<file path="config.mk">
export PLATFORM = sky130hd
export DESIGN_NAME = aff_cordic
export DESIGN_NICKNAME = d
export VERILOG_FILES = /design/src/rtl/core/aff_pkg.sv /design/src/rtl/core/aff_cordic.sv
export SDC_FILE = /design/constraint.sdc
export NUM_CORES = 1
export LEC_CHECK = 0
export ABC_CLOCK_PERIOD_IN_PS = 14300
export BUFFER_PORTS_ARGS = -buffer_cell sky130_fd_sc_hd__buf_2
export CORE_MARGIN = 2
export CORE_UTILIZATION = 29
export DETAILED_ROUTE_END_ITERATION = 10
export PLACE_DENSITY_LB_ADDON = 0.25
export SLEW_MARGIN = 15
export SYNTH_ARGS = -nofsm -noshare
export SYNTH_HDL_FRONTEND = slang
export SYNTH_SLANG_ARGS = --single-unit
</file>
<file path="constraint.sdc">
create_clock -name clk_i -period 14.3 [get_ports clk_i]
set_input_delay 2.86 -clock clk_i [delete_from_list [all_inputs] [get_ports clk_i]]
set_output_delay 2.86 -clock clk_i [all_outputs]
set_load 0.05 [all_outputs]
</file>
<file path="src/rtl/core/aff_pkg.sv">
// Package for the 2D affine transform engine: widths, opcodes, CORDIC constants,
// the multiply-accumulate request type and the coefficient saturation helper.
// Depends on nothing; every other file of the block uses it.
package aff_pkg;

  localparam int COORD_BITS_DEF      = 24;
  localparam int COEFF_FRAC_BITS_DEF = 24;
  localparam int CORDIC_STEPS_DEF    = 16;

  localparam int COEFF_W  = 48;
  localparam int A_W      = 50;   // multiplier operand A, a coefficient or one minus a coefficient
  localparam int B_W      = 48;   // multiplier operand B, cut into digits
  localparam int DIG_W    = 16;
  localparam int ACC_W    = 100;
  localparam int OP_W     = 3;
  localparam int ANGLE_W  = 16;
  localparam int CORDIC_W = 34;

  localparam logic [OP_W-1:0] OP_RESET     = 3'd0;
  localparam logic [OP_W-1:0] OP_TRANSLATE = 3'd1;
  localparam logic [OP_W-1:0] OP_ROTATE    = 3'd2;
  localparam logic [OP_W-1:0] OP_SCALE     = 3'd3;
  localparam logic [OP_W-1:0] OP_POINT     = 3'd4;

  localparam logic signed [CORDIC_W-1:0] CORDIC_GAIN_Q30 = 34'sd652032874;
  localparam logic signed [CORDIC_W-1:0] PI_Q29          = 34'sd1686629713;
  localparam logic signed [CORDIC_W-1:0] HALF_PI_Q29     = 34'sd843314857;

  typedef logic signed [COEFF_W-1:0] coeff_t;
  typedef logic signed [ACC_W-1:0]   acc_t;

  typedef struct packed {
    logic                  start;
    acc_t                  init;
    logic signed [A_W-1:0] a1;
    logic signed [B_W-1:0] b1;
    logic signed [A_W-1:0] a2;
    logic signed [B_W-1:0] b2;
  } mac_req_t;

  function automatic logic signed [CORDIC_W-1:0] atan_q29(input logic [4:0] idx);
    logic signed [CORDIC_W-1:0] r;
    case (idx)
      5'd0:    r = 34'sd421657428;
      5'd1:    r = 34'sd248918915;
      5'd2:    r = 34'sd131521918;
      5'd3:    r = 34'sd66762579;
      5'd4:    r = 34'sd33510843;
      5'd5:    r = 34'sd16771758;
      5'd6:    r = 34'sd8387925;
      5'd7:    r = 34'sd4194219;
      5'd8:    r = 34'sd2097141;
      5'd9:    r = 34'sd1048575;
      5'd10:   r = 34'sd524288;
      5'd11:   r = 34'sd262144;
      5'd12:   r = 34'sd131072;
      5'd13:   r = 34'sd65536;
      5'd14:   r = 34'sd32768;
      5'd15:   r = 34'sd16384;
      5'd16:   r = 34'sd8192;
      5'd17:   r = 34'sd4096;
      5'd18:   r = 34'sd2048;
      5'd19:   r = 34'sd1024;
      5'd20:   r = 34'sd512;
      5'd21:   r = 34'sd256;
      5'd22:   r = 34'sd128;
      5'd23:   r = 34'sd64;
      default: r = '0;
    endcase
    return r;
  endfunction

  // Clamp a wide signed value to the 48-bit coefficient range.
  function automatic coeff_t sat_coeff(input acc_t v);
    coeff_t r;
    if (!v[ACC_W-1] && (|v[ACC_W-2:COEFF_W-1])) begin
      r = {1'b0, {(COEFF_W-1){1'b1}}};
    end else if (v[ACC_W-1] && !(&v[ACC_W-2:COEFF_W-1])) begin
      r = {1'b1, {(COEFF_W-1){1'b0}}};
    end else begin
      r = v[COEFF_W-1:0];
    end
    return r;
  endfunction

endpackage

</file>
<file path="src/rtl/core/aff_cordic.sv">
// Rotation-mode CORDIC, one micro-rotation per cycle, giving cosine and sine with
// COEFF_FRAC_BITS fractional bits. Depends on aff_pkg for constants and the atan table.
module aff_cordic #(
  parameter int COEFF_FRAC_BITS = aff_pkg::COEFF_FRAC_BITS_DEF,
  parameter int CORDIC_STEPS    = aff_pkg::CORDIC_STEPS_DEF
) (
  input  logic                                 clk_i,
  input  logic                                 rst_ni,
  input  logic                                 start_i,
  input  logic signed [aff_pkg::ANGLE_W-1:0]   angle_i,
  output logic                                 done_o,
  output aff_pkg::coeff_t                      cos_o,
  output aff_pkg::coeff_t                      sin_o
);
  import aff_pkg::*;

  localparam int IW  = $clog2(CORDIC_STEPS);
  localparam int LSH = (COEFF_FRAC_BITS >= 30) ? COEFF_FRAC_BITS - 30 : 0;
  localparam int RSH = (COEFF_FRAC_BITS < 30) ? 30 - COEFF_FRAC_BITS : 0;

  logic signed [CORDIC_W-1:0] x_q, y_q, z_q, z0, xs, ys, at, xf, yf;
  logic [IW-1:0]              i_q;
  logic                       busy_q, done_q, flip_q;
  coeff_t                     xe, ye;

  assign z0 = CORDIC_W'(angle_i) <<< 16;
  assign xs = x_q >>> i_q;
  assign ys = y_q >>> i_q;
  assign at = atan_q29(5'(i_q));

  always_ff @(posedge clk_i or negedge rst_ni) begin
    if (!rst_ni) begin
      busy_q <= 1'b0;
      done_q <= 1'b0;
      i_q    <= '0;
    end else begin
      done_q <= 1'b0;
      if (start_i) begin
        busy_q <= 1'b1;
        i_q    <= '0;
      end else if (busy_q) begin
        i_q <= i_q + 1'b1;
        if (i_q == IW'(CORDIC_STEPS - 1)) begin
          busy_q <= 1'b0;
          done_q <= 1'b1;
        end
      end
    end
  end

  // Angles beyond a quarter turn are folded by half a turn; the result is negated.
  always_ff @(posedge clk_i) begin
    if (start_i) begin
      x_q <= CORDIC_GAIN_Q30;
      y_q <= '0;
      if (z0 > HALF_PI_Q29) begin
        z_q    <= z0 - PI_Q29;
        flip_q <= 1'b1;
      end else if (z0 < -HALF_PI_Q29) begin
        z_q    <= z0 + PI_Q29;
        flip_q <= 1'b1;
      end else begin
        z_q    <= z0;
        flip_q <= 1'b0;
      end
    end else if (busy_q) begin
      if (!z_q[CORDIC_W-1]) begin
        x_q <= x_q - ys;
        y_q <= y_q + xs;
        z_q <= z_q - at;
      end else begin
        x_q <= x_q + ys;
        y_q <= y_q - xs;
        z_q <= z_q + at;
      end
    end
  end

  assign xf = flip_q ? -x_q : x_q;
  assign yf = flip_q ? -y_q : y_q;
  assign xe = COEFF_W'(xf);
  assign ye = COEFF_W'(yf);

  assign cos_o  = (xe <<< LSH) >>> RSH;
  assign sin_o  = (ye <<< LSH) >>> RSH;
  assign done_o = done_q;

endmodule

</file>
==> results.py <==
metrics = {
    "die": {
        "die_w_um": 247,
        "core_area_sq_um": 58000,
        "fp.dieH_um": 247,
        "start_util": 0.295,
        "boundaryPins": 116,
        "rows": 88,
        "dieArea_sq_um": 60900,
    },
    "global_routing": {
        "grt_pass1_wl_um": 85900,
        "grt_max_degree": 74,
        "first_global_vias": 15249,
        "track_usage": 0.178,
        "antenna_found_initial": 1,
        "grt_overflow": 0,
    },
    "place": {
        "port_buffers": 115,
        "gp_congestion": 0.885,
        "hpwl_um": 42100,
    },
    "critical_path": {
        "cp_max_fo": 21,
        "reg2reg_depth": 20,
        "r2r-start": "i_q[1]",
        "crit-reg2reg-capture": "x_q[30]",
        "cp.required_ps": 11440,
        "cp_data_arrival_time_ps": 5160,
        "crit_path_end_kind": "output port",
        "critPathLaunchType": "flop",
        "crit_type": "flop to output port",
        "rrSetupSlack_ps": 6880,
    },
    "synth": {
        "synth_top_cells_by_area": "xnor2_1 9.0%, ha_1 8.4%, dfxtp_1 8.0%",
        "synth_cells": 2171,
        "synth.avg_cell_area_sq_um": 7.87,
        "synth-seq-area-share": 0.150,
        "yosys.area.top_type": "xnor2_1",
        "yosys_warnings": 0,
        "syn-cell-area_sq_um": 17100,
        "synth-seq-cells": 109,
        "synth_edf_count": 35,
        "synth.distinct_cells": 90,
        "yosys-top-cells-count": "198 x nor2_1, 180 x a21oi_1, 175 x xnor2_1",
        "syn_nets": 2308,
        "synth_top_area_share": 0.0897,
        "async_reset_ff_frac": 0.0550,
        "ys.flop_type": "dfxtp_1",
        "yosysMostFrequentCell": "nor2_1",
    },
    "min_path": {
        "min_path_cells": 2,
        "min_from": "y_q[0]",
        "min_to": "y_q[0]",
        "hp-class": "flop to flop",
    },
    "sta": {
        "setup_viol": 0,
        "maxSlewHeadroom": 0.276,
        "timing.fmax_mhz": 125,
        "fin_crit_sh": 0.561,
        "worst_slew_pin_slew_ps": 1080,
        "timing.setup.tns_ps": 0,
        "grt_setup_unrepaired": "no",
        "final_max_slew_viol_count": 0,
        "final.min_clock_period_ps": 8020,
        "hold_viol": 0,
        "skew_ps": 15.1,
    },
    "cts": {
        "hold_buffers": 0,
        "cts_made_buffers": 9,
        "cts_sinks": 109,
        "max-clock-path-buffers": 2,
        "cts_tree": "done",
        "ctsRootBufferMaster": "clkbuf_16",
        "clkTransAtPathRegs_ps": 80,
        "postCtsResizedCells": 0,
        "clock_latency_ps": 410,
        "htreeDepth": 3,
        "post_cts_buffers": 0,
    },
    "route": {
        "drtPass1Iterations": 7,
        "routed_wirelength_um": 55100,
        "vias_per_cell": 5.58,
        "ant_nets": 0,
        "wl_per_cell_um": 19.0,
        "drtIter0Drc": 1272,
        "remaining_drc_errors": 0,
        "routed-via-count": 16140,
    },
    "cells_and_area": {
        "layout.nets": 2260,
        "drive_gt1_frac": 0.138,
        "antenna_cells": 0,
        "syn2layout_area_growth_pct": 6.38,
    },
    "status": {
        "outcome": "finished clean",
    },
    "run": {
        "maxCapViolCount": 0,
    },
}
flip-flops by register name (all words and copies together) (netlist names):
signal / flops
z_q: 34
busy_q: 1
done_o: 1
x_q: 34
flip_q: 1
y_q: 34
i_q: 4
routing by layer:
layer	track usage	wire (um)	vias up
li1	-	-	7850
met1	0.229	24500	7726
met2	0.301	26000	470
met3	0.0288	2780	92
met4	0.0638	1820	2
met5	0	14	-
cells by family after synthesis:
kind of cell             Yosys count  share of synthesized area
AO/OA/AOI/OAI                    640                      0.241
AND/OR/NAND/NOR                  617                      0.175
buffers and inverters            252                     0.0655
XOR/XNOR                         239                      0.122
multiplexers                     196                      0.158
adder cells (fa/ha/maj)          118                     0.0877
flip-flops                       109                      0.150
area by class of cell:
cell class,count,area [sq um]
clock inverters,6,42.5
inverters,54,203
repair buffers,139,758
multi-input cells,1810,13400
fillers,6149,39800
flip-flops and latches,109,2580
well taps,765,957
clock buffers,10,229
cell usage in the layout (no fill, tap or decap), drive strengths merged, types with 18 or more instances in the layout:
master / count
nor2: 198
a21oi: 180
xnor2: 175
nand2: 168
o21ai: 144
buf: 139
ha: 115
mux2i: 100
dfxtp: 68
xor2: 64
a21o: 62
inv: 57
mux4: 55
mux2: 41
edfxtp: 35
a31oi: 30
nor3: 30
nand3: 30
nand2b: 27
o31ai: 24
and2: 22
o21a: 21
a211oi: 20
nor2b: 19
o21bai: 18
and3: 18
or3: 18
how the worst max path moves through the flow:
stage | start | end | slack, ps | cells after the start
floorplan | x_q[2] | cos_o[28] | 6510 | 12
global placement | x_q[2] | cos_o[27] | 6810 | 12
detailed placement | x_q[2] | cos_o[32] | 6770 | 12
CTS | x_q[2] | cos_o[32] | 6280 | 12
global route | x_q[2] | cos_o[29] | 6120 | 12
finish | x_q[2] | cos_o[32] | 6280 | 12
per-stage QoR:
stage | instances | setup slack, ps | cell area, sq um | hold slack [ps] | utilization
final | 2893 | 6280 | 18200 | 527 | 0.313
after detailed placement | 2877 | 6770 | 17900 | 524 | 0.309
after global routing | 2893 | 6120 | 18200 | 568 | 0.313
after global placement | 2877 | 6810 | 17900 | 509 | 0.309
after floorplan | 2171 | 6510 | 17100 | 478 | -
after CTS | 2893 | 6280 | 18200 | 533 | 0.313
critical path, stage by stage, from the launching register on:
cell	delay, ps
dfxtp_1	360
nor4_2	290
nand2_1	150
or4_4	450
or4b_4	520
or3_4	440
or4_4	520
or3_1	430
or4_4	560
o31ai_4	250
xnor2_1	170
buf_4	260
buf_2	310
Power is left out: the tool's default activity adds up to more than one toggle a clock period on the data nets, which glitch-free logic cannot reach.
