<file path="src/rtl/core/aff_pkg.sv">
// Package for the 2D affine transform engine: widths, opcodes, CORDIC constants,
// the multiply-accumulate request type and the coefficient saturation helper.
// Depends on nothing; every other file of the block uses it.
package aff_pkg;

  localparam int COORD_BITS_DEF      = 24;
  localparam int COEFF_FRAC_BITS_DEF = 24;
  localparam int CORDIC_STEPS_DEF    = 16;

  localparam int COEFF_W  = 48;
  localparam int A_W      = 50;   // multiplier operand A, a coefficient or one minus a coefficient
  localparam int B_W      = 48;   // multiplier operand B, cut into digits
  localparam int DIG_W    = 16;
  localparam int ACC_W    = 100;
  localparam int OP_W     = 3;
  localparam int ANGLE_W  = 16;
  localparam int CORDIC_W = 34;

  localparam logic [OP_W-1:0] OP_RESET     = 3'd0;
  localparam logic [OP_W-1:0] OP_TRANSLATE = 3'd1;
  localparam logic [OP_W-1:0] OP_ROTATE    = 3'd2;
  localparam logic [OP_W-1:0] OP_SCALE     = 3'd3;
  localparam logic [OP_W-1:0] OP_POINT     = 3'd4;

  localparam logic signed [CORDIC_W-1:0] CORDIC_GAIN_Q30 = 34'sd652032874;
  localparam logic signed [CORDIC_W-1:0] PI_Q29          = 34'sd1686629713;
  localparam logic signed [CORDIC_W-1:0] HALF_PI_Q29     = 34'sd843314857;

  typedef logic signed [COEFF_W-1:0] coeff_t;
  typedef logic signed [ACC_W-1:0]   acc_t;

  typedef struct packed {
    logic                  start;
    acc_t                  init;
    logic signed [A_W-1:0] a1;
    logic signed [B_W-1:0] b1;
    logic signed [A_W-1:0] a2;
    logic signed [B_W-1:0] b2;
  } mac_req_t;

  function automatic logic signed [CORDIC_W-1:0] atan_q29(input logic [4:0] idx);
    logic signed [CORDIC_W-1:0] r;
    case (idx)
      5'd0:    r = 34'sd421657428;
      5'd1:    r = 34'sd248918915;
      5'd2:    r = 34'sd131521918;
      5'd3:    r = 34'sd66762579;
      5'd4:    r = 34'sd33510843;
      5'd5:    r = 34'sd16771758;
      5'd6:    r = 34'sd8387925;
      5'd7:    r = 34'sd4194219;
      5'd8:    r = 34'sd2097141;
      5'd9:    r = 34'sd1048575;
      5'd10:   r = 34'sd524288;
      5'd11:   r = 34'sd262144;
      5'd12:   r = 34'sd131072;
      5'd13:   r = 34'sd65536;
      5'd14:   r = 34'sd32768;
      5'd15:   r = 34'sd16384;
      5'd16:   r = 34'sd8192;
      5'd17:   r = 34'sd4096;
      5'd18:   r = 34'sd2048;
      5'd19:   r = 34'sd1024;
      5'd20:   r = 34'sd512;
      5'd21:   r = 34'sd256;
      5'd22:   r = 34'sd128;
      5'd23:   r = 34'sd64;
      default: r = '0;
    endcase
    return r;
  endfunction

  // Clamp a wide signed value to the 48-bit coefficient range.
  function automatic coeff_t sat_coeff(input acc_t v);
    coeff_t r;
    if (!v[ACC_W-1] && (|v[ACC_W-2:COEFF_W-1])) begin
      r = {1'b0, {(COEFF_W-1){1'b1}}};
    end else if (v[ACC_W-1] && !(&v[ACC_W-2:COEFF_W-1])) begin
      r = {1'b1, {(COEFF_W-1){1'b0}}};
    end else begin
      r = v[COEFF_W-1:0];
    end
    return r;
  endfunction

endpackage

</file>
<file path="src/rtl/core/aff_mac.sv">
// Shared multiply-accumulate unit: init + a1*b1 + a2*b2, one 50x17 partial product
// per cycle with a registered product stage. Depends on aff_pkg.
module aff_mac (
  input  logic              clk_i,
  input  logic              rst_ni,
  input  aff_pkg::mac_req_t req_i,
  output logic              done_o,
  output aff_pkg::acc_t     acc_o
);
  import aff_pkg::*;

  localparam int DIGS  = B_W / DIG_W;
  localparam int STEPS = 2 * DIGS;
  localparam int CW    = $clog2(STEPS + 1);
  localparam int PP_W  = A_W + DIG_W + 1;

  logic signed [A_W-1:0]  a1_q, a2_q, a_sel;
  logic signed [B_W-1:0]  b1_q, b2_q, b_sel;
  logic signed [PP_W-1:0] pp_q, pp_d;
  logic signed [DIG_W:0]  dig;
  logic [1:0]             k, sh_q;
  logic [CW-1:0]          cnt_q;
  logic                   sel_hi, busy_q, pv_q, done_q;
  acc_t                   acc_q;

  assign sel_hi = (cnt_q >= CW'(DIGS));
  assign a_sel  = sel_hi ? a2_q : a1_q;
  assign b_sel  = sel_hi ? b2_q : b1_q;
  assign k      = sel_hi ? 2'(cnt_q - CW'(DIGS)) : 2'(cnt_q);

  // Lower digits are unsigned; the top digit carries the sign of B.
  always_comb begin
    if (k == 2'(DIGS - 1)) begin
      dig = {b_sel[B_W-1], b_sel[B_W-1 -: DIG_W]};
    end else begin
      dig = {1'b0, b_sel[k*DIG_W +: DIG_W]};
    end
  end

  assign pp_d = a_sel * dig;

  always_ff @(posedge clk_i or negedge rst_ni) begin
    if (!rst_ni) begin
      busy_q <= 1'b0;
      pv_q   <= 1'b0;
      done_q <= 1'b0;
      cnt_q  <= '0;
    end else begin
      done_q <= 1'b0;
      if (req_i.start) begin
        busy_q <= 1'b1;
        pv_q   <= 1'b0;
        cnt_q  <= '0;
      end else if (busy_q) begin
        pv_q  <= (cnt_q != CW'(STEPS));
        cnt_q <= cnt_q + 1'b1;
        if (cnt_q == CW'(STEPS)) begin
          busy_q <= 1'b0;
          done_q <= 1'b1;
        end
      end
    end
  end

  always_ff @(posedge clk_i) begin
    if (req_i.start) begin
      a1_q  <= req_i.a1;
      b1_q  <= req_i.b1;
      a2_q  <= req_i.a2;
      b2_q  <= req_i.b2;
      acc_q <= req_i.init;
    end else begin
      if (busy_q) begin
        pp_q <= pp_d;
        sh_q <= k;
      end
      if (pv_q) begin
        acc_q <= acc_q + (ACC_W'(pp_q) <<< (DIG_W * sh_q));
      end
    end
  end

  assign done_o = done_q;
  assign acc_o  = acc_q;

endmodule

</file>
<file path="config.mk">
export PLATFORM = sky130hd
export DESIGN_NAME = aff_mac
export DESIGN_NICKNAME = d
export VERILOG_FILES = /design/src/rtl/core/aff_pkg.sv /design/src/rtl/core/aff_mac.sv
export SDC_FILE = /design/constraint.sdc
export NUM_CORES = 2
export LEC_CHECK = 0
export ABC_CLOCK_PERIOD_IN_PS = 12100
export BUFFER_PORTS_ARGS = -buffer_cell sky130_fd_sc_hd__buf_2
export CAP_MARGIN = 20
export CORE_MARGIN = 8
export CORE_UTILIZATION = 50
export CTS_CLUSTER_DIAMETER = 120
export DETAILED_ROUTE_END_ITERATION = 10
export GPL_ROUTABILITY_DRIVEN = 0
export PLACE_DENSITY = 0.68
export SYNTH_ARGS = -nofsm -noshare
export SYNTH_HDL_FRONTEND = slang
export SYNTH_SLANG_ARGS = --single-unit
export TNS_END_PERCENT = 10
</file>
<file path="constraint.sdc">
create_clock -name clk_i -period 12.1 [get_ports clk_i]
set_input_delay 0.605 -clock clk_i [delete_from_list [all_inputs] [get_ports clk_i]]
set_output_delay 0.605 -clock clk_i [all_outputs]
set_load 0.02 [all_outputs]
</file>
==> out/results.ini <==
[clock_network]
clk_pin_slew_ns=0.06
insertion_delay_ns=0.64
cts.repair.resized=0
cts_tree=done
cts_made_buffers=44
clk_path_buf_depth=3
postCtsSetupBuffers=0
htreeDepth=2
root_buffer=clkbuf_16
cts_sinks=371

[floorplanning]
pin_count=400
fp.dieH_um=332.7
core_area_um2=99710
rows=116
dieArea_um2=110700
start_util=0.5028
die_width_um=332.7

[finish]
nets=7030
utilization=0.5489
num_antenna_cells=0
drive_above_1_share=0.1098
syn_to_final_growth_pct=9.156

[yosys]
ys_ff_latch=371
yosysWarnings=0
synth_edf_count=365
synth_fa_ha_area_frac=0.3794
synth_cells=5475
synth_top_family_by_area=adder cells
syn-cell-area_um2=50140
synthXorXnorAreaFrac=0.02725
synthSimpleGateAreaFrac=0.1525
synth_cell_type_count=102
synthesis.nets=6819
synthFlopType=edfxtp_1
seq_area_frac_synth=0.2216
synthMuxAreaShare=0.02079
synthArstFlopShare=0.01617
avgSynthCellArea_um2=9.157
synth-compound-area-share=0.1060

[setup_path]
rr_worst_depth=32
r2r_end=pp_q[66]$_DFFE_PP_
worstPathRequired_ns=12.48
max_stage_delay_ns=0.91
crit_path_frequent_cell=fa_1
r2r-start=cnt_q[0]$_DFFE_PN0P_
cp_max_fo=20
start_kind=register
path_class=register to register
setup.worst_path.end=pp_q[66]$_DFFE_PP_
r2r_setup_slack_ns=1.56
critPathLaunch=cnt_q[0]$_DFFE_PN0P_
timing.critical_path.arrival_ns=10.91
critPathCaptureType=register
cp_slowest_cell=o22ai_2

[route]
wl_per_cell_um=22.31
wl_mm=156.6
drt_iter0_markers=3895
drt-pass1-iter-count=6
vias=40170
antenna_left=0
route.detailed.drc=0
viasPerCell=5.723

[status]
outcome=finished, final reports clean

[placed_design]
dp_hpwl_mm=128.5
io_buffers=399
place_ws_ns=1.235

[job]
cap_viol_max_count=0

[timing]
hold_viol=0
rsz0062_at_grt=false
fin_skew_ns=0.02905
fmax_mhz=94.90
setup_violations=0
setup_tns_ns=0
tightest_slew_ns=1.147
fin_crit_sh=0.8709
max_slew_margin=0.2351
fin_ws_ns=1.562
fin_hold_ws_ns=0.1418
drv_slew=0
min_period_ns=10.54

[global_route]
grt_max_degree=87
overflow=0
grt_pass1_wl_mm=241.6
grt_antenna_before_repair=2
gr-usage-all-layers=0.2790
grt_pass1_vias=41660

[hold_path]
hold_class=primary input to register

==> repair_timing <==
item                                   4_1_cts  5_1_grt
hold buffers                                 1        0
endpoints found under the hold margin        6        0
setup endpoints to repair                    0        0
==> layout make-up <==
class                      count  area, um2
clock buffer                  46       1130
sequential                   371      11110
clock inverter                35      429.2
inverter                     919       3450
multi-input combinational   3904      34560
fill                        8934      44980
tap                         1298       1624
timing repair buffer         446       2422
==> critical path: cells and delay by family (launching register included) <==
kind	cells	cell delay [ns]
DFF	1	0.63
AOI/OAI and AO/OA	10	2.66
buffers and inverters	7	1.46
and+or+nand+nor	5	1.27
xor gates and xnor gates	1	0.12
adders and majority gates	9	4.11
==> placed cells by master (no fill, tap or decap), types with 33 or more instances in the layout <==
master | Yosys | routed
xor2_1 | 52 | 52
nand4_1 | 61 | 61
xnor2_1 | 104 | 104
o21bai_1 | 44 | 44
nor2_1 | 488 | 487
mux2i_1 | 58 | 58
nand2_1 | 936 | 935
ha_1 | 253 | 253
inv_1 | 915 | 915
clkbuf_16 | 0 | 45
a211oi_1 | 43 | 43
nor3_1 | 33 | 33
o21ai_0 | 201 | 201
a21oi_1 | 261 | 259
a21o_1 | 63 | 63
and2_1 | 102 | 101
buf_4 | 0 | 42
edfxtp_1 | 365 | 365
buf_2 | 100 | 398
fa_1 | 792 | 792
==> metrics by stage <==
stage | instances | area (um2)
5_1_grt | 7019 | 54730
4_1_cts | 7017 | 54670
6_report | 7019 | 54730
2_1_floorplan | 5475 | 50140
3_3_place_gp | 6933 | 53080
3_5_place_dp | 6935 | 53100
==> per-layer routing <==
| layer | global-route usage | routed length (um) |
|---|---|---|
| met4 | 0.1060 | 7182 |
| met3 | 0.05489 | 14350 |
| met1 | 0.3634 | 62050 |
| met5 | 0 | 0 |
| met2 | 0.4614 | 73030 |
==> cells in the mapped netlist (all sizes together), types with 52 or more instances <==
library cell | number | area share
buf | 117 | 0.011
fa | 792 | 0.32
nand4 | 62 | 0.0079
inv | 917 | 0.069
nor2 | 488 | 0.037
edfxtp | 365 | 0.22
a21o | 63 | 0.0094
a21oi | 272 | 0.028
xor2 | 52 | 0.0091
o21ai | 238 | 0.024
xnor2 | 104 | 0.018
nand2 | 937 | 0.070
ha | 253 | 0.063
and2 | 103 | 0.013
clkbuf | 164 | 0.012
mux2i | 58 | 0.012
==> worst min-delay path by stage <==
stage / from / endpoint / slack, ns / depth (start not counted)
2_1_floorplan: rst_ni / busy_q$_DFF_PN0_ / 0.31 / 0
3_3_place_gp: rst_ni / cnt_q[0]$_DFFE_PN0P_ / 0.43 / 1
3_5_place_dp: rst_ni / cnt_q[0]$_DFFE_PN0P_ / 0.43 / 1
4_1_cts: req_i[71] / a2_q[23]$_DFFE_PP_ / 0.09 / 1
5_1_grt: req_i[169] / a1_q[23]$_DFFE_PP_ / 0.10 / 1
6_report: req_i[169] / a1_q[23]$_DFFE_PP_ / 0.14 / 1
==> kinds of logic (layout without fill, tap and decap cells) <==
logic type	after synthesis	in the layout
adders and majority gates	1045	1045
buffers and inverters	1200	1446
muxes	81	81
and+or+nand+nor	1782	1782
AOI/OAI and AO/OA	840	840
DFF	371	371
xor gates and xnor gates	156	156
==> flip-flops by register name (all words and copies together) (netlist names) <==
name,flops
acc_o,100
pp_q,67
a1_q,50
a2_q,50
b1_q,48
b2_q,48
cnt_q,3
sh_q,2
busy_q,1
done_o,1
pv_q,1
Power is left out: the tool's default activity adds up to more than one toggle a clock period on the data nets, which glitch-free logic cannot reach.
